--- config.mk ---
export PLATFORM = sky130hd
export DESIGN_NAME = zpmw_queue
export DESIGN_NICKNAME = d
export VERILOG_FILES = /design/src/hw/rtl/zncc_patch_match_weight_core_defines.svh /design/src/hw/rtl/zpmw_pkg.sv /design/src/hw/rtl/zpmw_queue.sv
export SDC_FILE = /design/constraint.sdc
export NUM_CORES = 1
export LEC_CHECK = 0
export BUFFER_PORTS_ARGS = -buffer_cell sky130_fd_sc_hd__buf_2
export CAP_MARGIN = 5
export CORE_AREA = 2 2 148 150
export CTS_CLUSTER_DIAMETER = 100
export DETAILED_ROUTE_END_ITERATION = 10
export DIE_AREA = 0 0 150 152
export SLEW_MARGIN = 20
export SYNTH_ARGS = -nofsm -noshare
export SYNTH_HDL_FRONTEND = slang
export SYNTH_SLANG_ARGS = --single-unit
--- constraint.sdc ---
create_clock -name clock -period 5.4 [get_ports clock]
set_clock_uncertainty 0.2 [all_clocks]
set_input_delay 1.08 -clock clock [delete_from_list [all_inputs] [get_ports clock]]
set_output_delay 1.08 -clock clock [all_outputs]
set_load 0.005 [all_outputs]
--- src/hw/rtl/zncc_patch_match_weight_core_defines.svh ---
// assertion helpers shared by the rtl
`ifndef ZNCC_PATCH_MATCH_WEIGHT_CORE_DEFINES_SVH
`define ZNCC_PATCH_MATCH_WEIGHT_CORE_DEFINES_SVH

// same-cycle implication
`define ZPMW_ASSERT_NOW(label, clk, rst, ante, cons, msg) \
   label: assert property (@(posedge clk) disable iff (rst) (ante) |-> (cons)) else $error(msg);

// next-cycle implication
`define ZPMW_ASSERT_NEXT(label, clk, rst, ante, cons, msg) \
   label: assert property (@(posedge clk) disable iff (rst) (ante) |=> (cons)) else $error(msg);

`endif

--- src/hw/rtl/zpmw_pkg.sv ---
package zpmw_pkg;

   localparam int PATCH_RADIUS_DEF = 3;
   localparam int NPIX_W = 8;
   localparam int SUM_W = 16;
   localparam int SQ_W = 24;
   localparam int SCORE_W = 18;
   localparam int WEIGHT_W = 8;
   localparam int SCALE_W = 8;
   localparam int QUEUE_DEPTH = 2;
   localparam logic [SCALE_W-1:0] SCALE_RESET = 8'd20;
   localparam logic [SCORE_W-1:0] SCORE_ONE = 18'sd65536;
   localparam logic [SCORE_W-1:0] SCORE_MINUS_ONE = -18'sd65536;
   localparam int REQ_DATA_W = 16;
   localparam int RSP_DATA_W = 32;

   typedef struct packed {
      logic [SQ_W-1:0]  sum_cross;
      logic [SQ_W-1:0]  sumsq_right;
      logic [SQ_W-1:0]  sumsq_left;
      logic [SUM_W-1:0] sum_right;
      logic [SUM_W-1:0] sum_left;
   } patch_sums_type;

   typedef struct packed {
      logic full;
      logic empty;
   } queue_stat_type;

   typedef enum logic [3:0] {
      BK_IDLE,
      BK_MUL,
      BK_DIFF,
      BK_PROD,
      BK_ROOT1,
      BK_DIV,
      BK_SCORE,
      BK_ROOT2,
      BK_WEIGHT,
      BK_OUT
   } back_state_type;

endpackage

--- src/hw/rtl/zpmw_queue.sv ---
module zpmw_queue (
   input  logic                     clock,
   input  logic                     reset,
   input  logic                     push,
   input  zpmw_pkg::patch_sums_type push_data,
   input  logic                     pop,
   output zpmw_pkg::patch_sums_type pop_data,
   output zpmw_pkg::queue_stat_type q_stat
);
   import zpmw_pkg::*;

   localparam int PTR_W = (QUEUE_DEPTH > 1) ? $clog2(QUEUE_DEPTH) : 1;

   patch_sums_type mem_ff [QUEUE_DEPTH];
   logic [PTR_W-1:0] wr_ff, rd_ff;
   logic [PTR_W:0] cnt_ff;
   logic do_push, do_pop;

   assign q_stat.full = (cnt_ff == (PTR_W+1)'(QUEUE_DEPTH));
   assign q_stat.empty = (cnt_ff == '0);
   assign do_push = push && !q_stat.full;
   assign do_pop = pop && !q_stat.empty;
   assign pop_data = mem_ff[rd_ff];

   always_ff @(posedge clock) begin
      if (do_push) begin
         mem_ff[wr_ff] <= push_data;
      end
   end

   always_ff @(posedge clock) begin
      if (reset) begin
         wr_ff <= '0;
         rd_ff <= '0;
         cnt_ff <= '0;
      end else begin
         if (do_push) begin
            wr_ff <= (wr_ff == PTR_W'(QUEUE_DEPTH - 1)) ? '0 : wr_ff + 1'b1;
         end
         if (do_pop) begin
            rd_ff <= (rd_ff == PTR_W'(QUEUE_DEPTH - 1)) ? '0 : rd_ff + 1'b1;
         end
         if (do_push && !do_pop) begin
            cnt_ff <= cnt_ff + 1'b1;
         end else if (do_pop && !do_push) begin
            cnt_ff <= cnt_ff - 1'b1;
         end
      end
   end

endmodule

* Word level (Yosys, flattened, before mapping) *
Memories as Yosys holds them, arrays and structs flattened. A register that Yosys moved wholly into a read port is not among the register bits.
Index checks and enable logic that the tools add are counted.

storage, ports and cells
  memories = 1
  bits in registers = 4
  memory bits (writable) = 208
  output and inout bits = 106
  bits of input ports = 108
  word-level logic and storage cells = 27

memory list
  memory  words  bits a word  read ports  clocked after Yosys merged registers in  wr ports  line              text
  mem_ff  2      104          1           1                                        1         zpmw_queue.sv:14  patch_sums_type mem_ff [QUEUE_DEPTH];

operators by class
  reduce and logical (&&, ||, !) cells = 10
  multiplexer cells = 8
  equal/unequal tests = 1
  $add $sub $neg = 4

operators by type and width
  operator               count
  $mux W1                6
  $logic_and A1 B1 Y1    4
  $logic_not A1 Y1       4
  $mux W2                2
  $add A1 B1 Y1 const B  2
  $add A2 B1 Y2 const B  1
  $eq A2 B2 Y1 const B   1
  $logic_not A2 Y1       1
  $reduce_bool A2 Y1     1
  $sub A2 B1 Y2 const B  1

* Depth between registers and ports, before layout *
  depth in word-level cells = 7
  depth in mapped cells = 6
  mapped depth without buffers = 6

* Worst setup path before layout *
Ideal clock, no wire load.

  kind = in2reg
  start = input push
  end = memory mem_ff[1][0] in the netlist's numbering, enable pin
  data arrival time = 3.675 ns
  required time = 4.725 ns
  cell stages on the path = 3
  buffers on the path = 0
  path slack = 1.050 ns
  library setup time = 0.475 ns
  cell sequence = inv_1 > nor2_1 > and2_1

on the way
  longest elaborated chain between the ends = 3

RTL lines
  item                           line              text
  start: declaration             zpmw_queue.sv:4   input logic push,
  $logic_and A1 B1 Y1            zpmw_queue.sv:21  assign do_push = push && !q_stat.full;
  net do_push                    zpmw_queue.sv:17  logic do_push, do_pop;
  $mux W1                        zpmw_queue.sv:26  if (do_push) begin
  $mux W1 (not written as such)  zpmw_queue.sv:27  mem_ff[wr_ff] <= push_data;
  end: declaration               zpmw_queue.sv:14

The timed path passes the listed nets, and every way through them passes these cells.

==> impl_metrics.env <==
export IMPL_outcome="finished clean"
export IMPL_p_clk_share_pct=29.8
export IMPL_mostFrequentLayoutCell="buf_2"
export IMPL_worst_slew_pin_slew_ps=1036
export IMPL_power_density_nw_per_um2=460.5
export IMPL_fin_crit_ps=3653
export IMPL_dp_cells=835
export IMPL_design_area_um2=10000
export IMPL_fin_cells=876
export IMPL_start_util_pct=37.35
export IMPL_grt_max_degree=73
export IMPL_ys_warnings_count=0
export IMPL_cts_root_buffer="clkbuf_16"
export IMPL_yosys_area_top_type="edfxtp_1"
export IMPL_drc_errors=0
export IMPL_ys_seq_area_share_pct=79.59
export IMPL_insertion_delay_ps=490
export IMPL_gp_congestion=0.7016
export IMPL_portBuffers=213
export IMPL_swShare_pct=24.67
export IMPL_io_pins=214
export IMPL_syn_avg_cell_area_um2=22.85
export IMPL_vias=3955
export IMPL_dr_pass1_iters=4
export IMPL_antenna_found_initial=3
export IMPL_worstPathRequired_ps=4120
export IMPL_p_sw_mw=1.136
export IMPL_internal_power_mw=3.469
export IMPL_drive_above_1_share_pct=59.60
export IMPL_fp_coreArea_um2=21350
export IMPL_synth_top_area_share_pct=78.33
export IMPL_antenna_left=0
export IMPL_htree_levels=1
export IMPL_place_area_um2=9335
export IMPL_netlist_instances=349
export IMPL_first_global_vias=4211
export IMPL_syn_area_um2=7974
export IMPL_cts_buffer_depth=3
export IMPL_grt_pass1_wl_um=22310
export IMPL_hold_buffers=0
export IMPL_track_usage_pct=12.45
export IMPL_fin_setup_tns_ps=0
export IMPL_relSlewSlack_pct=30.94
export IMPL_cts_buffers=22
export IMPL_drt_iter0_drc=185
export IMPL_crit_path_end_kind="primary output"
export IMPL_tritoncts="done"
export IMPL_fillers=1860
export IMPL_cts_sinks=213
export IMPL_drv_cap=0
export IMPL_rsz0062_at_grt="false"
export IMPL_cp_start_kind="register"
export IMPL_pwr_share_seq_pct=47.8
export IMPL_fin_crit_sh_pct=67.65
export IMPL_holdWs_ps=320.8
export IMPL_post_drt_via_cell_ratio=4.515
export IMPL_cts_resized_gates=0
export IMPL_yosys_top_cells_area="edfxtp_1 78%, mux2_4 11%, mux2_2 6.2%, dfxtp_1 1.3%, buf_6 0.99%"
export IMPL_wirelength_um=14640
export IMPL_p_comb_share_pct=22.4
export IMPL_worstPathArrival_ps=2370
export IMPL_worst_path_max_fanout=55
export IMPL_worstHoldPathType="register to register"
export IMPL_final_nets=688
export IMPL_max_freq_ghz=0.2738
export IMPL_ir_worst_vdd_mv=0.2777
export IMPL_place_hpwl_um=9601
export IMPL_yosys_cell_types_count=16
export IMPL_die_y_um=152
export IMPL_final_cell_mix="213 x buf_2, 208 x edfxtp_1, 60 x mux2_4, 44 x mux2_2, 23 x clkbuf_16"
export IMPL_crit_type="register to primary output"
export IMPL_final_hold_violation_count=0
export IMPL_clk_pin_slew_ps=60
export IMPL_area_growth_pct=25.40
export IMPL_slew_viol_final=0
export IMPL_p_leak_nw=3.824
export IMPL_post_cts_buffers=0
export IMPL_row_count=54
export IMPL_rr_worst_depth=4
export IMPL_synth_seq_cells=213
export IMPL_syn_num_nets=458
export IMPL_gr_total_overflow=0
export IMPL_finalSetupViolCount=0
export IMPL_dieArea_um2=22800
export IMPL_post_drt_wl_per_cell_um=16.71
export IMPL_min_path_cells=2
export IMPL_die_w_um=150
cell usage after synthesis:
master,number
mux2_2,44
buf_6,7
buf_2,4
mux2_4,60
a21oi_1,2
nor2b_2,1
o21ai_0,3
or3_1,2
ha_1,1
buf_8,1
xor2_1,3
and2_1,1
nor2_1,5
edfxtp_1,208
dfxtp_1,5
inv_1,2
critical path, cell delays in order (launching register included):
cell	delay (ps)
dfxtp_4	900
buf_12	390
mux2_2	380
buf_2	120
final cells by class:
cell class | count | area [um2] | area share, %
sequential | 213 | 6350 | 63.50
antenna | 2 | 5.005 | 0.05005
multi-input combinational | 122 | 1509 | 15.09
inverter | 2 | 10.01 | 0.1001
clock buffer | 32 | 629.4 | 6.294
clock inverter | 7 | 30.03 | 0.3003
timing repair buffer | 218 | 1116 | 11.16
tap | 280 | 350.3 | 3.504
stage by stage:
stage / util [%] / total power [mW] / setup WS (ps)
global route: 46.82 / 4.828 / 1586
global placement: 43.72 / 3.269 / 2128
detailed placement: 43.72 / 3.302 / 2070
CTS: 46.81 / 4.684 / 1634
finish: 46.84 / 4.605 / 1747
floorplan: - / 2.901 / 1050
path summary, 6_finish.rpt:
path | to | slack [ps] | start
worst max-delay path | pop_data[81] | 1750 | register
worst min-delay path | cnt_ff[1] | 320 | cnt_ff[1]
worst max register to register | mem_ff[0][45] | 2850 | cnt_ff[0]
worst min register to register | cnt_ff[1] | 320 | cnt_ff[1]
registers in the layout, indices dropped and copies added (netlist names), named ones only:
name    cells
cnt_ff      2
rd_ff       1
mem_ff    208
wr_ff       1
power groups by stage:
stage	logic, mW	clock network (mW)	registers [mW]
floorplan	0.729	0	2.17
global placement	1.04	0	2.23
detailed placement	1.06	0	2.24
CTS	1.06	1.41	2.21
global route	1.13	1.47	2.23
finish	1.03	1.37	2.20
routing by layer:
metal,track usage (%),share of wire [%],vias to the layer above
met5,0,0,-
met4,3.774,2.7,0
met3,4.144,8.7,31
met2,21.20,49,145
met1,14.95,40,1937
li1,-,-,1842
logic make-up (layout without fill, tap and decap cells):
logic type                 count (synthesis)  in the layout  share of synthesized area [%]
buffers and inverters                     14            259                          1.522
AOI/OAI and AO/OA                          5              5                         0.3138
other                                      0              2                              0
adders and majority gates                  1              1                         0.1569
muxes                                    104            104                          17.51
xor gates and xnor gates                   3              3                         0.3296
and+or+nand+nor                            9              9                         0.5806
DFF                                      213            213                          79.59
No activity file was read; power rests on OpenSTA's default activity.
