<file path="src/hw/rtl/zncc_patch_match_weight_core_defines.svh">
// assertion helpers shared by the rtl
`ifndef ZNCC_PATCH_MATCH_WEIGHT_CORE_DEFINES_SVH
`define ZNCC_PATCH_MATCH_WEIGHT_CORE_DEFINES_SVH

// same-cycle implication
`define ZPMW_ASSERT_NOW(label, clk, rst, ante, cons, msg) \
   label: assert property (@(posedge clk) disable iff (rst) (ante) |-> (cons)) else $error(msg);

// next-cycle implication
`define ZPMW_ASSERT_NEXT(label, clk, rst, ante, cons, msg) \
   label: assert property (@(posedge clk) disable iff (rst) (ante) |=> (cons)) else $error(msg);

`endif

</file>
<file path="src/hw/rtl/zpmw_pkg.sv">
package zpmw_pkg;

   localparam int PATCH_RADIUS_DEF = 3;
   localparam int NPIX_W = 8;
   localparam int SUM_W = 16;
   localparam int SQ_W = 24;
   localparam int SCORE_W = 18;
   localparam int WEIGHT_W = 8;
   localparam int SCALE_W = 8;
   localparam int QUEUE_DEPTH = 2;
   localparam logic [SCALE_W-1:0] SCALE_RESET = 8'd20;
   localparam logic [SCORE_W-1:0] SCORE_ONE = 18'sd65536;
   localparam logic [SCORE_W-1:0] SCORE_MINUS_ONE = -18'sd65536;
   localparam int REQ_DATA_W = 16;
   localparam int RSP_DATA_W = 32;

   typedef struct packed {
      logic [SQ_W-1:0]  sum_cross;
      logic [SQ_W-1:0]  sumsq_right;
      logic [SQ_W-1:0]  sumsq_left;
      logic [SUM_W-1:0] sum_right;
      logic [SUM_W-1:0] sum_left;
   } patch_sums_type;

   typedef struct packed {
      logic full;
      logic empty;
   } queue_stat_type;

   typedef enum logic [3:0] {
      BK_IDLE,
      BK_MUL,
      BK_DIFF,
      BK_PROD,
      BK_ROOT1,
      BK_DIV,
      BK_SCORE,
      BK_ROOT2,
      BK_WEIGHT,
      BK_OUT
   } back_state_type;

endpackage

</file>
<file path="src/hw/rtl/zpmw_front.sv">
module zpmw_front #(
   parameter int NPIX = 49
) (
   input  logic                    clock,
   input  logic                    reset,
   input  logic                    req_tvalid,
   output logic                    req_tready,
   input  logic [zpmw_pkg::REQ_DATA_W-1:0] req_tdata,
   input  zpmw_pkg::queue_stat_type q_stat,
   output logic                    push,
   output zpmw_pkg::patch_sums_type push_data
);
   import zpmw_pkg::*;

   localparam int CNT_W = $clog2(NPIX);

   logic [CNT_W-1:0] cnt_ff, cnt_in;
   patch_sums_type acc_ff, acc_in;
   logic [7:0] pl, pr;
   logic accept, last;

   assign pl = req_tdata[7:0];
   assign pr = req_tdata[15:8];
   assign req_tready = !q_stat.full;
   assign accept = req_tvalid && req_tready;
   assign last = (cnt_ff == CNT_W'(NPIX - 1));

   always_comb begin
      acc_in.sum_left    = acc_ff.sum_left + SUM_W'(pl);
      acc_in.sum_right   = acc_ff.sum_right + SUM_W'(pr);
      acc_in.sumsq_left  = acc_ff.sumsq_left + SQ_W'(16'(pl) * 16'(pl));
      acc_in.sumsq_right = acc_ff.sumsq_right + SQ_W'(16'(pr) * 16'(pr));
      acc_in.sum_cross   = acc_ff.sum_cross + SQ_W'(16'(pl) * 16'(pr));
      cnt_in = last ? '0 : cnt_ff + 1'b1;
   end

   assign push = accept && last;
   assign push_data = acc_in;

   always_ff @(posedge clock) begin
      if (reset) begin
         cnt_ff <= '0;
         acc_ff <= '0;
      end else if (accept) begin
         cnt_ff <= cnt_in;
         acc_ff <= last ? '0 : acc_in;
      end
   end

endmodule

</file>
<file path="config.mk">
export PLATFORM = sky130hd
export DESIGN_NAME = zpmw_front
export DESIGN_NICKNAME = d
export VERILOG_FILES = /design/src/hw/rtl/zncc_patch_match_weight_core_defines.svh /design/src/hw/rtl/zpmw_pkg.sv /design/src/hw/rtl/zpmw_front.sv
export SDC_FILE = /design/constraint.sdc
export NUM_CORES = 1
export LEC_CHECK = 0
export BUFFER_PORTS_ARGS = -buffer_cell sky130_fd_sc_hd__buf_2
export CORE_MARGIN = 4
export CORE_UTILIZATION = 45
export CTS_CLUSTER_SIZE = 8
export DETAILED_ROUTE_END_ITERATION = 6
export GPL_ROUTABILITY_DRIVEN = 0
export PLACE_DENSITY = 0.76
export SLEW_MARGIN = 20
export SYNTH_ARGS = -nofsm -noshare
export SYNTH_HDL_FRONTEND = slang
export SYNTH_SLANG_ARGS = --single-unit
</file>
<file path="constraint.sdc">
create_clock -name clock -period 6.4 [get_ports clock]
set_input_delay 0.32 -clock clock [delete_from_list [all_inputs] [get_ports clock]]
set_output_delay 0.32 -clock clock [all_outputs]
set_load 0.02 [all_outputs]
</file>
Yosys cells after proc, flatten, opt, wreduce, memory -nomap -nowiden
Cells that the tools add are included.
{ "word_totals": {"regBits": 110, "output_inout_bits": 106, "elab_cells": 21, "inputBits": 21} }
{ "classes": {"reduce_logical": 3, "n_mux": 2, "addsub": 6, "n_eq_ne": 1, "mul": 3} }
{ "ops": {"columns": ["operator", "count"], "rows": [
  ["104-bit two-way mux", 1],
  ["24-bit by 16-bit adder with 24-bit output", 3],
  ["8-bit by 8-bit multiplier with 16-bit output", 3],
  ["16-bit by 8-bit adder with 16-bit output", 2],
  ["6-bit by 1-bit adder with 6-bit output, second input constant", 1],
  ["6-bit == test, second input constant", 1],
  ["6-bit two-way mux", 1],
  ["1-bit logical AND", 2],
  ["1-bit logical NOT", 1]
]} }

Longest topological paths before layout
Gate-level depths: netlist of run 1.
{ "depth": {"depth_word": 3, "depth_mapped": 19, "mapped_depth_nobuf": 18} }

Least setup slack after synthesis of run 1
No wires, ideal clock.
{ "synth_timing": {"path_type": "input-to-output", "startpoint": "input port req_tdata[9] (netlist name)", "endpoint": "output port push_data[79] (netlist name)", "required_ps": 6080, "path_slack_ps": 1351, "n_path_buf": 1, "arrival_time_ps": 4729, "path_stages": 17, "path_cell_list": "clkbuf_1 -> inv_1 -> nor2_1 -> fa_1 -> fa_1 -> inv_1 -> fa_1 -> fa_1 -> inv_1 -> ha_1 -> o21a_1 -> o31a_1 -> o221a_2 -> o21ai_1 -> o2111a_1 -> or3_1 -> xnor2_1"} }
{ "synth_rtl": {"columns": ["item", "line_no", "source"], "rows": [
  ["start, declared", "zpmw_front.sv:8", "input logic [zpmw_pkg::REQ_DATA_W-1:0] req_tdata,"],
  ["end, declared", "zpmw_front.sv:11", "output zpmw_pkg::patch_sums_type push_data"]
]} }

==> results.tsv, run 1 <==
stage	metric	value	unit
setup_path	crit_path_max_fanout	15	
floorplan	die_w	176	um
synthesis	ys_types	63	
global_route	grt_first_pass_wirelength	53800	um
placed_design	io_buffers	125	
global_route	grt-ovfl-total	0	
synthesis	synthArstFlopShare	0	
worst_hold_path	min_to	acc_ff[101]$_SDFFE_PP0P_	
cells_and_area	area_growth	9.84	%
route	first_pass_iters	5	
floorplan	placementRows	61	
timing	finClkSkew	0.0160	ns
route	viasPerCell	5.44	
floorplan	die_height	176	um
global_route	grt_use_total	0.212	
cts	cts.htree.levels	3	
synthesis	synth-main-ff-cell	dfxtp_1	
synthesis	yosys.area.top_type	fa_1	
route	drt_iter0_drc	544	
synthesis	synth_seq_cells	110	
timing	tns	0	ns
floorplan	die_area	0.0310	mm^2
synthesis	synth_edf_count	0	
global_route	first_global_vias	10900	
pwr	cellPowerDensity	454	mW/mm^2
cts	root_buffer	clkbuf_16	
timing	slew_headroom	0.421	
route	drt_wl_total	32600	um
floorplan	start_util	0.457	
setup_path	cp-end-kind	primary output	
cts	clock_latency	0.37	ns
route	wl_met3	1670	um
setup_path	cpMaxStageDelayCell	fa_1	
floorplan	coreArea	0.0278	mm^2
setup_path	reg2reg_depth	16	
cts	cts_buffers	9	
placed_design	hpwl	24100	um
route	m1WireLength	14400	um
cts	clk_pin_slew	0.09	ns
setup_path	worst_ep_arrival_time	5.34	ns
floorplan	io-pin-count	127	
cells_and_area	diodes	0	
route	routed.top_layer	met4	
setup_path	critPathMaxStageDelay	0.55	ns
setup_path	r2r-start	acc_ff[63]$_SDFFE_PP0P_	
flow_run	max-cap-violations	0	
timing	final-hold-violation-count	0	
route	vias	10900	
setup_path	reg2reg_to	acc_ff[78]$_SDFFE_PP0P_	
cts	clock-sinks	110	
worst_hold_path	hold_path_class	in -> reg	
synthesis	ys_warn_count	0	
setup_path	crit_top_cell	fa_1	
cts	post_cts_buffers	0	
cts	cts_buffer_depth	2	
setup_path	reg2reg_slack	1.49	ns
setup_path	path_cells	buf_2, inv_1, nor2_1, fa_1, fa_1, inv_1, fa_1, fa_1, inv_1, ha_1, o21a_1, o31a_1, o221a_2, o21ai_1, o2111a_1, or3_1, xnor2_1, buf_2	
cts	cts_tree	yes	
outcome	status	finished clean	
setup_path	critical_path_class	in -> out	
route	wl_per_cell	16.3	um
setup_path	startpoint_type	primary input	
setup_path	crit_buf_inv	5	
cts	cts_resized	0	
timing	tightestPinTransition	0.868	ns
synthesis	synthCells	1535	
synthesis	ys_top_cells_by_area	fa_1 (20%), dfxtp_1 (17%), ha_1 (14%)	
synthesis	synth_nets	1825	
cells_and_area	fin_util	0.502	
synthesis	syn_area	0.0127	mm^2
global_route	grt_start_max_net_pins	72	
timing	timing.final.crit_share	0.885	
timing	rsz0062_at_grt	false	
timing	fmax	177	MHz
route	ant_nets	0	
worst_hold_path	whs_path_depth	2	
pwr	ir_worst_vdd	0.339	mV
synthesis	avgSynthCellArea	8.27	um^2
route	wl_met2	15900	um
cts	hold_buffers	0	
synthesis	netlist.area_leader.share	0.199	
worst_hold_path	min_from	reset	
cells_and_area	drive_gt1_frac	0.102	
synthesis	yosysSeqAreaShare	0.173	
global_route	antenna_found_initial	0	
cells_and_area	fin_nets	1909	
setup_path	crit_family	adder cells	
timing	final.min_clock_period	5.66	ns
pwr	finalPower	0.00633	W
pwr	p_leak	6.85	nW
route	drc	0	
timing	drv_slew	0	
setup_path	cp.required	6.08	ns
timing	setup_viol_count_final	0	
==> worst max-delay path by stage <==
stage | start | end | slack, ns | cells after the start
after global routing | req_tdata[13] | push_data[78] | 0.47 | 17
final | req_tdata[13] | push_data[79] | 0.74 | 18
after CTS | req_tdata[13] | push_data[79] | 0.76 | 18
after floorplan | req_tdata[9] | push_data[79] | 1.35 | 17
after global placement | req_tdata[13] | push_data[78] | 0.86 | 17
after detailed placement | req_tdata[13] | push_data[79] | 0.79 | 18
==> Yosys cell counts, types with 9 or more instances <==
library cell    n
a211oi_1       11
a21o_1         18
a21oi_1        86
a22o_1         27
a22oi_1        23
a31oi_1        24
and2_1         70
clkbuf_1       58
dfxtp_1       110
fa_1          126
ha_1          143
inv_1         270
nand2_1       141
nand3_1        40
nand4_1         9
nor2_1         86
nor2b_1        17
nor3_1         22
o211ai_1        9
o21a_1         10
o21ai_0        26
o21ai_1        25
or3_1          14
xnor2_1        62
xor2_1         30
==> per-layer routing <==
| metal | global-route usage | vias to the layer above |
|---|---|---|
| met3 | 0.0287 | 47 |
| met4 | 0.0507 | 0 |
| met1 | 0.279 | 5319 |
| met5 | 0 | - |
| met2 | 0.370 | 329 |
| li1 | - | 5195 |
==> flip-flops by register name, indices dropped and copies added, names as in the netlist <==
signal  cells
acc_ff    104
cnt_ff      6
==> worst reg2reg max path, delay by kind of cell, from the launching register on <==
| family | cells | cell delay [ns] |
|---|---|---|
| adders and majority gates | 5 | 2.33 |
| AOI/OAI and AO/OA | 5 | 1.14 |
| and+or+nand+nor | 2 | 0.84 |
| DFF | 1 | 0.34 |
| buffers and inverters | 4 | 0.20 |
==> kinds of logic after synthesis <==
logic type,after synthesis,synth area share
AOI/OAI and AO/OA,290,0.153
xor gates and xnor gates,92,0.0635
adders and majority gates,269,0.340
buffers and inverters,331,0.0979
DFF,110,0.173
muxes,5,0.00394
and+or+nand+nor,438,0.169
==> power breakdown <==
part	switching, W	total [W]	internal, W
combinational	0.00313	0.00489	0.00175
sequential	0.0000570	0.000832	0.000775
clock	0.000328	0.000607	0.000279
==> through the flow <==
| step | hold WS [ns] | cell area [um^2] | worst slack, ns | cells |
|---|---|---|---|---|
| final | 0.177 | 13900 | 0.736 | 2002 |
| after detailed placement | 0.445 | 13600 | 0.785 | 1986 |
| after global routing | 0.178 | 13900 | 0.471 | 2002 |
| after CTS | 0.169 | 13900 | 0.763 | 2002 |
| after global placement | 0.440 | 13600 | 0.861 | 1986 |
| after floorplan | 0.432 | 12700 | 1.35 | 1535 |
==> area by class of cell <==
type	count	area (um^2)
clock buffer	9	225
clock inverter	7	82.6
fill	2700	13800
inverter	271	1020
multi-input combinational	1094	9260
sequential	110	2200
tap	378	473
timing repair buffer	133	686
==> layout by cell type (no fill, tap or decap), types with 24 or more instances in the layout <==
cell	count
a21oi_1	86
nand2_1	140
buf_2	125
ha_1	143
and2_1	70
fa_1	126
a22o_1	27
xor2_1	30
dfxtp_1	110
xnor2_1	62
o21ai_0	26
nor2_1	84
nand3_1	40
a31oi_1	24
inv_1	270
o21ai_1	25
Note: power is estimated with default switching activity, not from simulation.
==> run 2: changes to the inputs <==
- CELL_PAD_IN_SITES_DETAIL_PLACEMENT: default -> 1
- CELL_PAD_IN_SITES_GLOBAL_PLACEMENT: default -> 2
- CORE_UTILIZATION: 45 -> 37
- PLACE_DENSITY: 0.76 -> 0.94
==> results.tsv, run 2 (synthesis results as in run 1) <==
stage	metric	value	unit	change
timing	fmax	177	MHz	about the same
global_route	grt_first_pass_wirelength	62600	um	was 53800 um
timing	tightestPinTransition	0.843	ns	was 0.868 ns
cts	clock_latency	0.38	ns	was 0.37 ns
setup_path	critical_path_class	in -> out		unchanged
cells_and_area	stdcell_area	0.0141	mm^2	was 0.0139 mm^2
setup_path	critPathMaxStageDelay	0.55	ns	about the same
timing	finClkSkew	0.00968	ns	was 0.0160 ns
setup_path	cp.required	6.08	ns	about the same
timing	final-hold-violation-count	0		unchanged
setup_path	worst_ep_arrival_time	5.34	ns	about the same
floorplan	die_area	0.0373	mm^2	was 0.0310 mm^2
cts	clock-sinks	110		unchanged
route	first_pass_iters	5		unchanged
floorplan	die_height	193	um	was 176 um
floorplan	io-pin-count	127		unchanged
setup_path	cpMaxStageDelayCell	fa_1		unchanged
setup_path	reg2reg_depth	16		unchanged
setup_path	r2r-start	acc_ff[63]$_SDFFE_PP0P_		unchanged
route	drt_wl_total	38200	um	was 32600 um
route	wl_per_cell	18.4	um	was 16.3 um
timing	drv_slew	0		unchanged
route	m1WireLength	17900	um	was 14400 um
worst_hold_path	hold_path_class	in -> reg		unchanged
cts	cts_resized	0		unchanged
cts	cts_tree	yes		unchanged
worst_hold_path	whs_path_depth	2		unchanged
placed_design	hpwl	29000	um	was 24100 um
route	viasPerCell	5.23		was 5.44
timing	slew_headroom	0.438		was 0.421
setup_path	crit_buf_inv	5		unchanged
floorplan	coreArea	0.0337	mm^2	was 0.0278 mm^2
cells_and_area	final_common_cell	inv_1		unchanged
timing	tns	0	ns	unchanged
floorplan	placementRows	67		was 61
placed_design	placed_area	0.0138	mm^2	was 0.0136 mm^2
pwr	cellPowerDensity	463	mW/mm^2	was 454 mW/mm^2
global_route	grt_start_max_net_pins	55		was 72
setup_path	crit_top_cell	fa_1		unchanged
cts	cts_buffers	9		unchanged
cts	clk_pin_slew	0.09	ns	about the same
setup_path	startpoint_type	primary input		unchanged
route	ant_nets	0		unchanged
setup_path	reg2reg_slack	1.38	ns	was 1.49 ns
setup_path	cp-end-kind	primary output		unchanged
floorplan	die_w	193	um	was 176 um
cells_and_area	area_growth	10.9	%	was 9.84%
setup_path	critical_path.endpoint	push_data[78]		was push_data[79]
timing	whs	0.429	ns	was 0.177 ns
timing	setup_viol_count_final	0		unchanged
pwr	ir_worst_vdd	0.285	mV	was 0.339 mV
flow_run	max-cap-violations	0		unchanged
setup_path	crit_family	adder cells		unchanged
cells_and_area	largest-register	acc_ff		unchanged
setup_path	path_cells	buf_2, inv_1, nor2_1, fa_1, fa_1, inv_1, fa_1, fa_1, inv_1, ha_1, o21ai_1, o211ai_2, a31oi_1, a22o_1, or3b_1, xnor2_1, buf_2		was buf_2, inv_1, nor2_1, fa_1, fa_1, inv_1, fa_1, fa_1, inv_1, ha_1, o21a_1, o31a_1, o221a_2, o21ai_1, o2111a_1, or3_1, xnor2_1, buf_2
setup_path	reg2reg_to	acc_ff[78]$_SDFFE_PP0P_		unchanged
placed_design	io_buffers	125		unchanged
setup_path	path_depth	17		was 18
cts	cts.htree.levels	3		unchanged
route	drc	0		unchanged
setup_path	crit_path_max_fanout	17		was 15
cells_and_area	largest_registers	acc_ff: 104 flops, cnt_ff: 6 flops		unchanged
cts	post_cts_buffers	0		unchanged
setup_path	crit_start	req_tdata[9]		was req_tdata[13]
route	wl_met2	18500	um	was 15900 um
cells_and_area	layout_common_cells	inv_1 (270), ha_1 (143), nand2_1 (140), fa_1 (126), buf_2 (125)		unchanged
global_route	antenna_found_initial	0		unchanged
timing	timing.final.crit_share	0.884		was 0.885
route	vias	10900		about the same
pwr	p_leak	6.87	nW	was 6.85 nW
cts	cts_buffer_depth	2		unchanged
cells_and_area	largest_reg_flops	104		unchanged
cells_and_area	drive_gt1_frac	0.103		was 0.102
route	drt_iter0_drc	345		was 544
global_route	grt_use_total	0.204		was 0.212
cts	hold_buffers	0		unchanged
global_route	grt-ovfl-total	0		unchanged
floorplan	start_util	0.377		was 0.457
outcome	status	finished clean		unchanged
pwr	finalPower	0.00652	W	was 0.00633 W
cells_and_area	fin_nets	1911		was 1909
route	wl_met3	1150	um	was 1670 um
cts	root_buffer	clkbuf_16		unchanged
cells_and_area	fillers	4108		was 2700
route	routed.top_layer	met4		unchanged
timing	rsz0062_at_grt	false		unchanged
timing	final.min_clock_period	5.66	ns	about the same
global_route	first_global_vias	12000		was 10900
cells_and_area	fin_util	0.418		was 0.502
==> run 2: through the flow <==
stage | setup WS, ns | instances
3_5_place_dp | 0.827 | 2058
5_1_grt | 0.493 | 2074
2_1_floorplan | 1.35 | 1535
3_3_place_gp | 0.829 | 2057
4_1_cts | 0.757 | 2074
6_report | 0.743 | 2075
==> run 2: layout make-up <==
class | instances | area (um^2) | area share
repair buffers | 135 | 721 | 0.0512
flip-flops and latches | 110 | 2200 | 0.156
diodes | 1 | 2.50 | 0.000178
clock buffers | 9 | 225 | 0.0160
well taps | 448 | 561 | 0.0398
clock inverters | 7 | 86.3 | 0.00613
multi-input cells | 1094 | 9270 | 0.658
inverters | 271 | 1020 | 0.0722
==> run 2: per-layer routing <==
layer / up-vias / global-route usage
li1: 5194 / -
met1: 5455 / 0.269
met2: 171 / 0.357
met3: 33 / 0.0270
met4: 0 / 0.0498
met5: - / 0
==> run 2: where the power goes <==
part           switching, W  internal (W)
combinational       0.00327       0.00177
sequential        0.0000585      0.000775
clock              0.000328      0.000316
==> run 2: worst min-delay path by stage <==
stage               slack (ns)                       to               startpoint
floorplan                 0.43  acc_ff[37]$_SDFFE_PP0P_  acc_ff[37]$_SDFFE_PP0P_
global placement          0.44  acc_ff[85]$_SDFFE_PP0P_  acc_ff[85]$_SDFFE_PP0P_
detailed placement        0.45  acc_ff[57]$_SDFFE_PP0P_  acc_ff[57]$_SDFFE_PP0P_
CTS                       0.41  acc_ff[74]$_SDFFE_PP0P_                    reset
global route              0.46  acc_ff[74]$_SDFFE_PP0P_                    reset
finish                    0.43  acc_ff[74]$_SDFFE_PP0P_                    reset
