`config.mk`:
```
export PLATFORM = sky130hd
export DESIGN_NAME = zpmw_back
export DESIGN_NICKNAME = d
export VERILOG_FILES = /design/src/hw/rtl/zncc_patch_match_weight_core_defines.svh /design/src/hw/rtl/zpmw_pkg.sv /design/src/hw/rtl/zpmw_back.sv
export SDC_FILE = /design/constraint.sdc
export NUM_CORES = 2
export LEC_CHECK = 0
export BUFFER_PORTS_ARGS = -buffer_cell sky130_fd_sc_hd__buf_2
export CAP_MARGIN = 30
export CORE_MARGIN = 1.5
export CORE_UTILIZATION = 30
export CTS_BUF_LIST = sky130_fd_sc_hd__clkbuf_4 sky130_fd_sc_hd__clkbuf_8
export DETAILED_ROUTE_END_ITERATION = 12
export PLACE_DENSITY = 0.41
export SLEW_MARGIN = 20
export SYNTH_ARGS = -nofsm -noshare
export SYNTH_HDL_FRONTEND = slang
export SYNTH_SLANG_ARGS = --single-unit
```
`constraint.sdc`:
```
create_clock -name clock -period 16.6 [get_ports clock]
set_clock_uncertainty 0.1 [all_clocks]
set_input_delay 0.83 -clock clock [delete_from_list [all_inputs] [get_ports clock]]
set_output_delay 0.83 -clock clock [all_outputs]
set_load 0.01 [all_outputs]
```
`src/hw/rtl/zncc_patch_match_weight_core_defines.svh`:
```
// assertion helpers shared by the rtl
`ifndef ZNCC_PATCH_MATCH_WEIGHT_CORE_DEFINES_SVH
`define ZNCC_PATCH_MATCH_WEIGHT_CORE_DEFINES_SVH

// same-cycle implication
`define ZPMW_ASSERT_NOW(label, clk, rst, ante, cons, msg) \
   label: assert property (@(posedge clk) disable iff (rst) (ante) |-> (cons)) else $error(msg);

// next-cycle implication
`define ZPMW_ASSERT_NEXT(label, clk, rst, ante, cons, msg) \
   label: assert property (@(posedge clk) disable iff (rst) (ante) |=> (cons)) else $error(msg);

`endif

```
`src/hw/rtl/zpmw_pkg.sv`:
```
package zpmw_pkg;

   localparam int PATCH_RADIUS_DEF = 3;
   localparam int NPIX_W = 8;
   localparam int SUM_W = 16;
   localparam int SQ_W = 24;
   localparam int SCORE_W = 18;
   localparam int WEIGHT_W = 8;
   localparam int SCALE_W = 8;
   localparam int QUEUE_DEPTH = 2;
   localparam logic [SCALE_W-1:0] SCALE_RESET = 8'd20;
   localparam logic [SCORE_W-1:0] SCORE_ONE = 18'sd65536;
   localparam logic [SCORE_W-1:0] SCORE_MINUS_ONE = -18'sd65536;
   localparam int REQ_DATA_W = 16;
   localparam int RSP_DATA_W = 32;

   typedef struct packed {
      logic [SQ_W-1:0]  sum_cross;
      logic [SQ_W-1:0]  sumsq_right;
      logic [SQ_W-1:0]  sumsq_left;
      logic [SUM_W-1:0] sum_right;
      logic [SUM_W-1:0] sum_left;
   } patch_sums_type;

   typedef struct packed {
      logic full;
      logic empty;
   } queue_stat_type;

   typedef enum logic [3:0] {
      BK_IDLE,
      BK_MUL,
      BK_DIFF,
      BK_PROD,
      BK_ROOT1,
      BK_DIV,
      BK_SCORE,
      BK_ROOT2,
      BK_WEIGHT,
      BK_OUT
   } back_state_type;

endpackage

```
`src/hw/rtl/zpmw_back.sv`:
```
module zpmw_back #(
   parameter int NPIX = 49
) (
   input  logic                     clock,
   input  logic                     reset,
   input  zpmw_pkg::queue_stat_type q_stat,
   input  zpmw_pkg::patch_sums_type pop_data,
   output logic                     pop,
   input  logic [zpmw_pkg::SCALE_W-1:0] weight_scale,
   output logic                     rsp_tvalid,
   input  logic                     rsp_tready,
   output logic [zpmw_pkg::RSP_DATA_W-1:0] rsp_tdata
);
   import zpmw_pkg::*;

   localparam logic [NPIX_W-1:0] N_CONST = NPIX_W'(NPIX);

   back_state_type state_ff, state_in;
   patch_sums_type sums_ff, sums_in;
   logic [2:0] step_ff, step_in;
   logic [31:0] p_ff [6];
   logic [33:0] vl_ff, vr_ff, cv_ff, vl_in, vr_in, cv_in;
   logic flat_ff, flat_in;
   logic [63:0] sv_ff, sv_in;
   logic [34:0] srem_ff, srem_in, srem_shift, strial;
   logic [31:0] sres_ff, sres_in;
   logic [5:0] scnt_ff, scnt_in;
   logic [31:0] den_ff, den_in, mag_ff, mag_in;
   logic [48:0] drem_ff, drem_in, dsr_ff, dsr_in;
   logic [16:0] q_ff, q_in;
   logic [SCORE_W-1:0] score_ff, score_in;
   logic [WEIGHT_W-1:0] weight_ff, weight_in;
   logic out_valid_ff, out_valid_in;
   logic [SCORE_W-1:0] out_score_ff, out_score_in;
   logic [WEIGHT_W-1:0] out_weight_ff, out_weight_in;
   logic [23:0] ma, mb;
   logic [31:0] mprod;
   logic [63:0] prod64;
   logic [24:0] wprod;
   logic [16:0] qc;
   logic [16:0] root_arg;
   logic p_wr;

   assign rsp_tvalid = out_valid_ff;
   assign rsp_tdata = {{(RSP_DATA_W - SCORE_W - WEIGHT_W){1'b0}}, out_weight_ff, out_score_ff};

   // shared operand mux for the six moment products
   always_comb begin
      case (step_ff)
         3'd0: begin ma = SQ_W'(N_CONST); mb = sums_ff.sumsq_left; end
         3'd1: begin ma = SQ_W'(sums_ff.sum_left); mb = SQ_W'(sums_ff.sum_left); end
         3'd2: begin ma = SQ_W'(N_CONST); mb = sums_ff.sumsq_right; end
         3'd3: begin ma = SQ_W'(sums_ff.sum_right); mb = SQ_W'(sums_ff.sum_right); end
         3'd4: begin ma = SQ_W'(N_CONST); mb = sums_ff.sum_cross; end
         3'd5: begin ma = SQ_W'(sums_ff.sum_left); mb = SQ_W'(sums_ff.sum_right); end
         default: begin ma = '0; mb = '0; end
      endcase
   end
   assign mprod = 32'(ma) * 32'(mb);
   assign p_wr = (state_ff == BK_MUL);

   assign prod64 = vl_ff[31:0] * vr_ff[31:0];
   assign wprod = 25'(weight_scale) * 25'(score_ff[16:0]);

   // one root bit per cycle
   assign srem_shift = {srem_ff[32:0], sv_ff[63:62]};
   assign strial = {1'b0, sres_ff, 2'b01};

   assign qc = (q_ff > 17'd65536) ? 17'd65536 : q_ff;
   // one minus score, the score being zero for a flat patch
   assign root_arg = flat_ff ? 17'd65536 : 17'd65536 - qc;

   always_comb begin
      state_in = state_ff;
      sums_in = sums_ff;
      step_in = step_ff;
      vl_in = vl_ff;
      vr_in = vr_ff;
      cv_in = cv_ff;
      flat_in = flat_ff;
      sv_in = sv_ff;
      srem_in = srem_ff;
      sres_in = sres_ff;
      scnt_in = scnt_ff;
      den_in = den_ff;
      mag_in = mag_ff;
      drem_in = drem_ff;
      dsr_in = dsr_ff;
      q_in = q_ff;
      score_in = score_ff;
      weight_in = weight_ff;
      out_valid_in = out_valid_ff && !rsp_tready;
      out_score_in = out_score_ff;
      out_weight_in = out_weight_ff;
      pop = 1'b0;
      case (state_ff)
         BK_IDLE: begin
            if (!q_stat.empty) begin
               pop = 1'b1;
               sums_in = pop_data;
               step_in = '0;
               state_in = BK_MUL;
            end
         end
         BK_MUL: begin
            step_in = step_ff + 1'b1;
            if (step_ff == 3'd5) begin
               state_in = BK_DIFF;
            end
         end
         BK_DIFF: begin
            vl_in = {2'b00, p_ff[0]} - {2'b00, p_ff[1]};
            vr_in = {2'b00, p_ff[2]} - {2'b00, p_ff[3]};
            cv_in = {2'b00, p_ff[4]} - {2'b00, p_ff[5]};
            state_in = BK_PROD;
         end
         BK_PROD: begin
            flat_in = vl_ff[33] || (vl_ff == '0) || vr_ff[33] || (vr_ff == '0);
            mag_in = cv_ff[33] ? 32'(-cv_ff) : cv_ff[31:0];
            sv_in = prod64;
            srem_in = '0;
            sres_in = '0;
            scnt_in = 6'd32;
            state_in = BK_ROOT1;
         end
         BK_ROOT1, BK_ROOT2: begin
            sv_in = {sv_ff[61:0], 2'b00};
            if (srem_shift >= strial) begin
               srem_in = srem_shift - strial;
               sres_in = {sres_ff[30:0], 1'b1};
            end else begin
               srem_in = srem_shift;
               sres_in = {sres_ff[30:0], 1'b0};
            end
            scnt_in = scnt_ff - 1'b1;
            if (scnt_ff == 6'd1) begin
               if (state_ff == BK_ROOT1) begin
                  den_in = (sres_in == '0) ? 32'd1 : sres_in;
                  drem_in = {1'b0, mag_ff, 16'd0} + 49'(den_in[31:1]);
                  dsr_in = {1'b0, den_in, 16'd0};
                  q_in = '0;
                  scnt_in = 6'd17;
                  state_in = BK_DIV;
               end else begin
                  score_in = SCORE_W'(sres_in[16:0]);
                  state_in = BK_WEIGHT;
               end
            end
         end
         BK_DIV: begin
            if (drem_ff >= dsr_ff) begin
               drem_in = drem_ff - dsr_ff;
               q_in = {q_ff[15:0], 1'b1};
            end else begin
               q_in = {q_ff[15:0], 1'b0};
            end
            dsr_in = {1'b0, dsr_ff[48:1]};
            scnt_in = scnt_ff - 1'b1;
            if (scnt_ff == 6'd1) begin
               state_in = BK_SCORE;
            end
         end
         BK_SCORE: begin
            if (flat_ff) begin
               score_in = '0;
            end else if (cv_ff[33]) begin
               score_in = SCORE_W'(-$signed({1'b0, qc}));
            end else begin
               score_in = SCORE_W'(qc);
            end
            if (!flat_ff && cv_ff[33] && (qc != '0)) begin
               weight_in = weight_scale;
               state_in = BK_OUT;
            end else begin
               // reuse score_ff to hold the root result, keep score aside
               out_score_in = out_score_ff;
               // 17 root steps take the top 34 bits: (1 - score) << 16 sits there
               sv_in = {1'b0, root_arg, 46'd0};
               srem_in = '0;
               sres_in = '0;
               scnt_in = 6'd17;
               state_in = BK_ROOT2;
            end
            mag_in = {14'd0, score_in};
         end
         BK_WEIGHT: begin
            weight_in = 8'(({7'd0, wprod} + 32'd32768) >> 16);
            score_in = mag_ff[SCORE_W-1:0];
            state_in = BK_OUT;
         end
         BK_OUT: begin
            if (!out_valid_ff || rsp_tready) begin
               out_valid_in = 1'b1;
               out_score_in = (state_ff == BK_OUT) ? score_ff : out_score_ff;
               out_weight_in = weight_ff;
               state_in = BK_IDLE;
            end
         end
         default: state_in = BK_IDLE;
      endcase
   end

   always_ff @(posedge clock) begin
      if (p_wr) begin
         p_ff[step_ff] <= mprod;
      end
      sums_ff <= sums_in;
      step_ff <= step_in;
      vl_ff <= vl_in;
      vr_ff <= vr_in;
      cv_ff <= cv_in;
      flat_ff <= flat_in;
      sv_ff <= sv_in;
      srem_ff <= srem_in;
      sres_ff <= sres_in;
      scnt_ff <= scnt_in;
      den_ff <= den_in;
      mag_ff <= mag_in;
      drem_ff <= drem_in;
      dsr_ff <= dsr_in;
      q_ff <= q_in;
      score_ff <= score_in;
      weight_ff <= weight_in;
      out_score_ff <= out_score_in;
      out_weight_ff <= out_weight_in;
   end

   always_ff @(posedge clock) begin
      if (reset) begin
         state_ff <= BK_IDLE;
         out_valid_ff <= 1'b0;
      end else begin
         state_ff <= state_in;
         out_valid_ff <= out_valid_in;
      end
   end

endmodule

```
# After elaboration in Yosys (flattened, before gate mapping)
# Memories as Yosys holds them, arrays and structs flattened.
# Cells that the tools add are included.
classes:
  add_sub_neg: 12
  multipliers: 3
  n_lt_le_gt_ge: 3
  n_eq_ne: 25
  muxes: 54
  bitwise_logic: 1
  reduce_logical: 37
ops:
  columns: ["operator", "n"]
  rows:
  - ["$mux W49", 5]
  - ["$pmux W49 S2", 2]
  - ["$pmux W64 S3", 1]
  - ["$mux W32", 4]
  - ["$pmux W24 S5", 1]
  - ["$pmux W33 S3", 1]
  - ["$sub A32 B32 Y33", 3]
  - ["$pmux W32 S3", 1]
  - ["$mux W18", 4]
  - ["$logic_not A34 Y1", 2]
  - ["$mux W17", 4]
  - ["$mux W33", 2]
  - ["$mul A32 B32 Y64", 1]
  - ["$mux W64", 1]
  - ["$pmux W32 S2", 1]
  - ["$pmux W18 S3", 1]
  - ["$add A48 B31 Y49", 1]
  - ["$ge A49 B49 Y1", 1]
  - ["$sub A49 B49 Y49", 1]
  - ["$pmux W16 S3", 1]
  - ["$pmux W4 S9", 1]
  - ["$ge A35 B34 Y1", 1]
  - ["$pmux W17 S2", 1]
  - ["$sub A33 B33 Y33", 1]
  - ["44 further kinds", 93]
word_totals:
  register_bits: 548
  mem_bits_rw: 192
  inputBits: 117
  out_inout_bits: 34
  wordCells: 160
  memories: 1
mem_list:
  columns: ["memory", "depth", "width", "rd", "rd_clocked_by_memory_dff", "write_ports", "line_no", "text"]
  rows:
  - ["p_ff", 6, 32, 6, 0, 1, "zpmw_back.sv:21", "logic [31:0] p_ff [6];"]

# Depth between registers and ports, before layout
logic_depth:
  ltp_word: 9
  depth_mapped: 32
  ltp_nobuf: 29

# Worst setup path before layout
# OpenSTA, ideal clock, no wires.
synth_timing:
  kind: "input -> register"
  startpoint: "input port q_stat[0] (netlist bit)"
  endpoint: "register step_ff[0], enable pin"
  setup_ns: 0.349
  t_arrival_ns: 12.147
  setup_slack_ns: 4.003
  cell_stages: 2
  path_buffers: 0
  cell_sequence: "nor4_1 or2_2"
synth_between:
  elab_chain_cells: 2
synth_rtl:
  columns: ["item", "line_no", "text"]
  rows:
  - ["start: declaration", "zpmw_back.sv:6", "input zpmw_pkg::queue_stat_type q_stat,"]
  - ["$ne A2 B2 Y1 (no line)", null, null]
  - ["$reduce_and A2 Y1 (no line)", null, null]
  - ["end signal: assignment", "zpmw_back.sv:208", "step_ff <= step_in;"]
  - ["end: declaration", "zpmw_back.sv:20", "logic [2:0] step_ff, step_in;"]
# Every way passes these cells.
# A chain may end at the register's enable or synchronous reset.

# Worst setup path in the final report
layout_timing:
  startpoint: "register vl_ff[18]"
  endpoint: "register sv_ff[61] (data pin)"
layout_between:
  elab_chain_cells: 2
layout_rtl:
  columns: ["item", "line_no", "text"]
  rows:
  - ["start: declaration", "zpmw_back.sv:22", "logic [33:0] vl_ff, vr_ff, cv_ff, vl_in, vr_in, cv_in;"]
  - ["start signal: assignment", "zpmw_back.sv:209", "vl_ff <= vl_in;"]
  - ["$mul A32 B32 Y64", "zpmw_back.sv:62", "assign prod64 = vl_ff[31:0] * vr_ff[31:0];"]
  - ["$pmux W64 S3", "zpmw_back.sv:96", "case (state_ff)"]
  - ["via sv_in[61]", "zpmw_back.sv:24", "logic [63:0] sv_ff, sv_in;"]
  - ["end signal: assignment", "zpmw_back.sv:213", "sv_ff <= sv_in;"]
  - ["end: declaration", "zpmw_back.sv:24", null]
# The timed path passes the listed nets, and every way through them passes these cells.

==> results.yml <==
run_status:
  status: "finished clean"
floorplanning:
  die-area_um2: 288200
  io_pins: 151
  coreArea_um2: 282800
  die_width_um: 536.8
  fp.dieH_um: 536.8
  start_util_pct: 30.23
  rows: 195
placement:
  hpwl_um: 203200
  port_buffers: 143
  place.gp.congestion: 0.8484
worst_setup_path:
  cp_top_family: "adder cells"
  ff2ff_path_depth: 22
  cp_common_cell: "fa_1"
  cp_cell_sequence: "buf_4 -> and2_1 -> fa_1 -> inv_1 -> fa_1 -> fa_1 -> fa_1 -> inv_1 -> fa_1 -> fa_1 -> fa_1 -> fa_1 -> ha_1 -> a2111oi_0 -> nand3_1 -> o2111ai_1 -> a31oi_1 -> o21ai_0 -> o21ai_0 -> a21oi_1 -> nor4b_1 -> or3_1"
  worst_path_max_delay_cell: "edfxtp_1"
  cp_slowest_stage_delay_ns: 0.91
  regToRegStartpoint: "vl_ff[18]"
  cp_max_fo: 22
  critPathBufInv: 3
  r2r_slack_ns: 6.68
  startpoint_type: "register"
  worstSetupStartpoint: "vl_ff[18]"
  required_ns: 17.12
  crit_path_end: "sv_ff[61]"
  reg2reg_to: "sv_ff[61]"
  cp-end-kind: "register"
  arrival_ns: 10.44
  crit_type: "reg -> reg"
  crit_cells: 22
sta:
  hold_viol: 0
  period_needed_ns: 9.918
  finalSetupTns_ns: 0
  fmax_mhz: 100.8
  worst_slew_pin_slew_ns: 1.043
  setup_viol: 0
  relSlewSlack_pct: 29.90
  hold-worst-slack_ns: 0.05935
  post-route-period-util_pct: 59.75
  rsz0062_at_grt: "no"
  drv_slew: 0
yosys:
  ys.flop_type: "edfxtp_1"
  synth-edff-count: 732
  synth_compound_area_share_pct: 8.970
  synthSimpleGateAreaFrac_pct: 14.50
  synth_seq_cells: 737
  yosysSeqAreaShare_pct: 25.83
  async_flop_share_pct: 0
  synth_top_family_by_area: "adder cells"
  synth-xor-area-share_pct: 3.471
  synth_warnings: 0
  yosys.area.top_type: "fa_1"
  syn_inst: 8614
  synth.distinct_cells: 85
  muxShareOfSynthArea_pct: 0.3761
  synth.avg_cell_area_um2: 9.925
  synth.area.top_cells: "fa_1 (30%), edfxtp_1 (26%), ha_1 (8.7%)"
  synth_top_area_share_pct: 29.71
  synth_area_um2: 85500
  synth_fa_ha_area_share_pct: 38.44
layout:
  final_cell_mix: "inv_1 (1510), fa_1 (1269), nand2_1 (956)"
  nets: 10750
  multiInputGateArea_um2: 56410
  final_common_cell: "inv_1"
  area_delta_synth_final_pct: 10.55
  drive_gt1_share_pct: 6.729
  nFillCells: 29100
  final-seq-area_um2: 22080
job:
  drv_cap: 0
clock_network:
  numCtsBuffers: 149
  cts-root-buf: "clkbuf_8"
  ctsLongestPathBuffers: 4
  ctsHoldBuffers: 87
  cts_tree: "yes"
  ctsResizeCount: 0
  cts_setup_buffers: 0
  clock_latency_ns: 0.90
  htreeDepth: 4
  clock_sinks: 737
  cts.clk_slew.worst_paths_ns: 0.07
drt:
  viasPerCell: 4.863
  dr.pass1.iters: 6
  drt_iter0_markers: 4101
  drc_errors: 0
  wl_um: 270800
  via_count: 61400
  wire_per_inst_um: 21.45
  ant_nets: 0
global_route:
  grt_pass1_wl_um: 416800
  grt_pass1_vias: 66220
  grt_remaining_overflow: 0
  grt_start_max_net_pins: 77
  antenna_found_initial: 21
  grt.total_usage_pct: 19.14
worst_hold_path:
  min_path_cells: 1
  min_path_type: "in -> reg"
[sequential cells by signal, indices dropped and copies added (netlist names)]
name	flops
sres_ff	32
p_ff	192
srem_ff	33
state_ff	4
out_weight_ff	8
sums_ff	104
mag_ff	32
dsr_ff	48
score_ff	18
weight_ff	8
cv_ff	33
sv_ff	64
out_score_ff	18
scnt_ff	6
q_ff	17
drem_ff	49
vl_ff	33
step_ff	3
rsp_tvalid	1
vr_ff	33
flat_ff	1
[cell usage after synthesis, drive strengths merged, types with 11 or more instances]
library cell / instances
clkbuf: 376
a222oi: 16
or3: 31
o21a: 66
nor4: 34
a31oi: 26
inv: 1510
o41ai: 17
mux2i: 31
xnor2: 208
nand2: 959
a22oi: 46
nand4: 40
nand2b: 54
a21oi: 271
a211oi: 34
nor3: 61
fa: 1269
xor2: 130
nand3: 94
a221oi: 12
a221o: 19
o22ai: 19
or2: 22
o31a: 12
a22o: 17
ha: 596
nor2: 424
o211ai: 21
and3: 31
o31ai: 23
a21o: 137
edfxtp: 732
a32oi: 11
and2: 721
nor2b: 51
o21bai: 35
buf: 21
o21ai: 315
[layer usage]
metal / track usage, % / wire length (um) / share of wire, % / up-vias
met5: 0 / 13 / 0.0048 / -
met4: 4.254 / 5892 / 2.2 / 2
met3: 2.806 / 15170 / 5.6 / 281
met2: 31.49 / 125100 / 46 / 1494
met1: 26.50 / 124600 / 46 / 31650
li1: - / - / - / 27970
[stage by stage]
| step | utilization (%) | worst slack, ns | instance area, um2 | std cells |
|---|---|---|---|---|
| after detailed placement | 32.13 | 6.583 | 90860 | 12270 |
| after CTS | 33.41 | 6.569 | 94470 | 12610 |
| after floorplan | - | 4.003 | 85510 | 8619 |
| after global placement | 32.06 | 6.611 | 90670 | 12260 |
| after global routing | 33.42 | 6.105 | 94500 | 12620 |
| final | 33.43 | 6.682 | 94520 | 12620 |
[how the worst min path moves through the flow]
stage / start / to
6_report: pop_data[90] / sums_ff[90]
5_1_grt: pop_data[90] / sums_ff[90]
4_1_cts: pop_data[90] / sums_ff[90]
3_5_place_dp: weight_ff[4] / out_weight_ff[4]
3_3_place_gp: weight_ff[6] / out_weight_ff[6]
2_1_floorplan: score_ff[17] / out_score_ff[17]
[layout make-up]
type,count,area share (%)
clock inverter,61,0.3799
timing repair buffer,398,3.087
sequential,737,23.36
multi-input combinational,5974,59.68
antenna,9,0.02383
tap,3743,4.955
clock buffer,191,2.516
inverter,1511,6.001
[cell families (layout without fill, tap and decap cells)]
group	Yosys count	count (layout)
AOI/OAI and AO/OA	1183	1183
xor gates and xnor gates	338	338
adders and majority gates	1865	1865
buffers and inverters	1908	2161
DFF	737	737
muxes	32	32
other	1	15
and+or+nand+nor	2550	2550
Power is not shown: default switching activity piles up to over one toggle a cycle in this logic, so the estimate is an artifact.
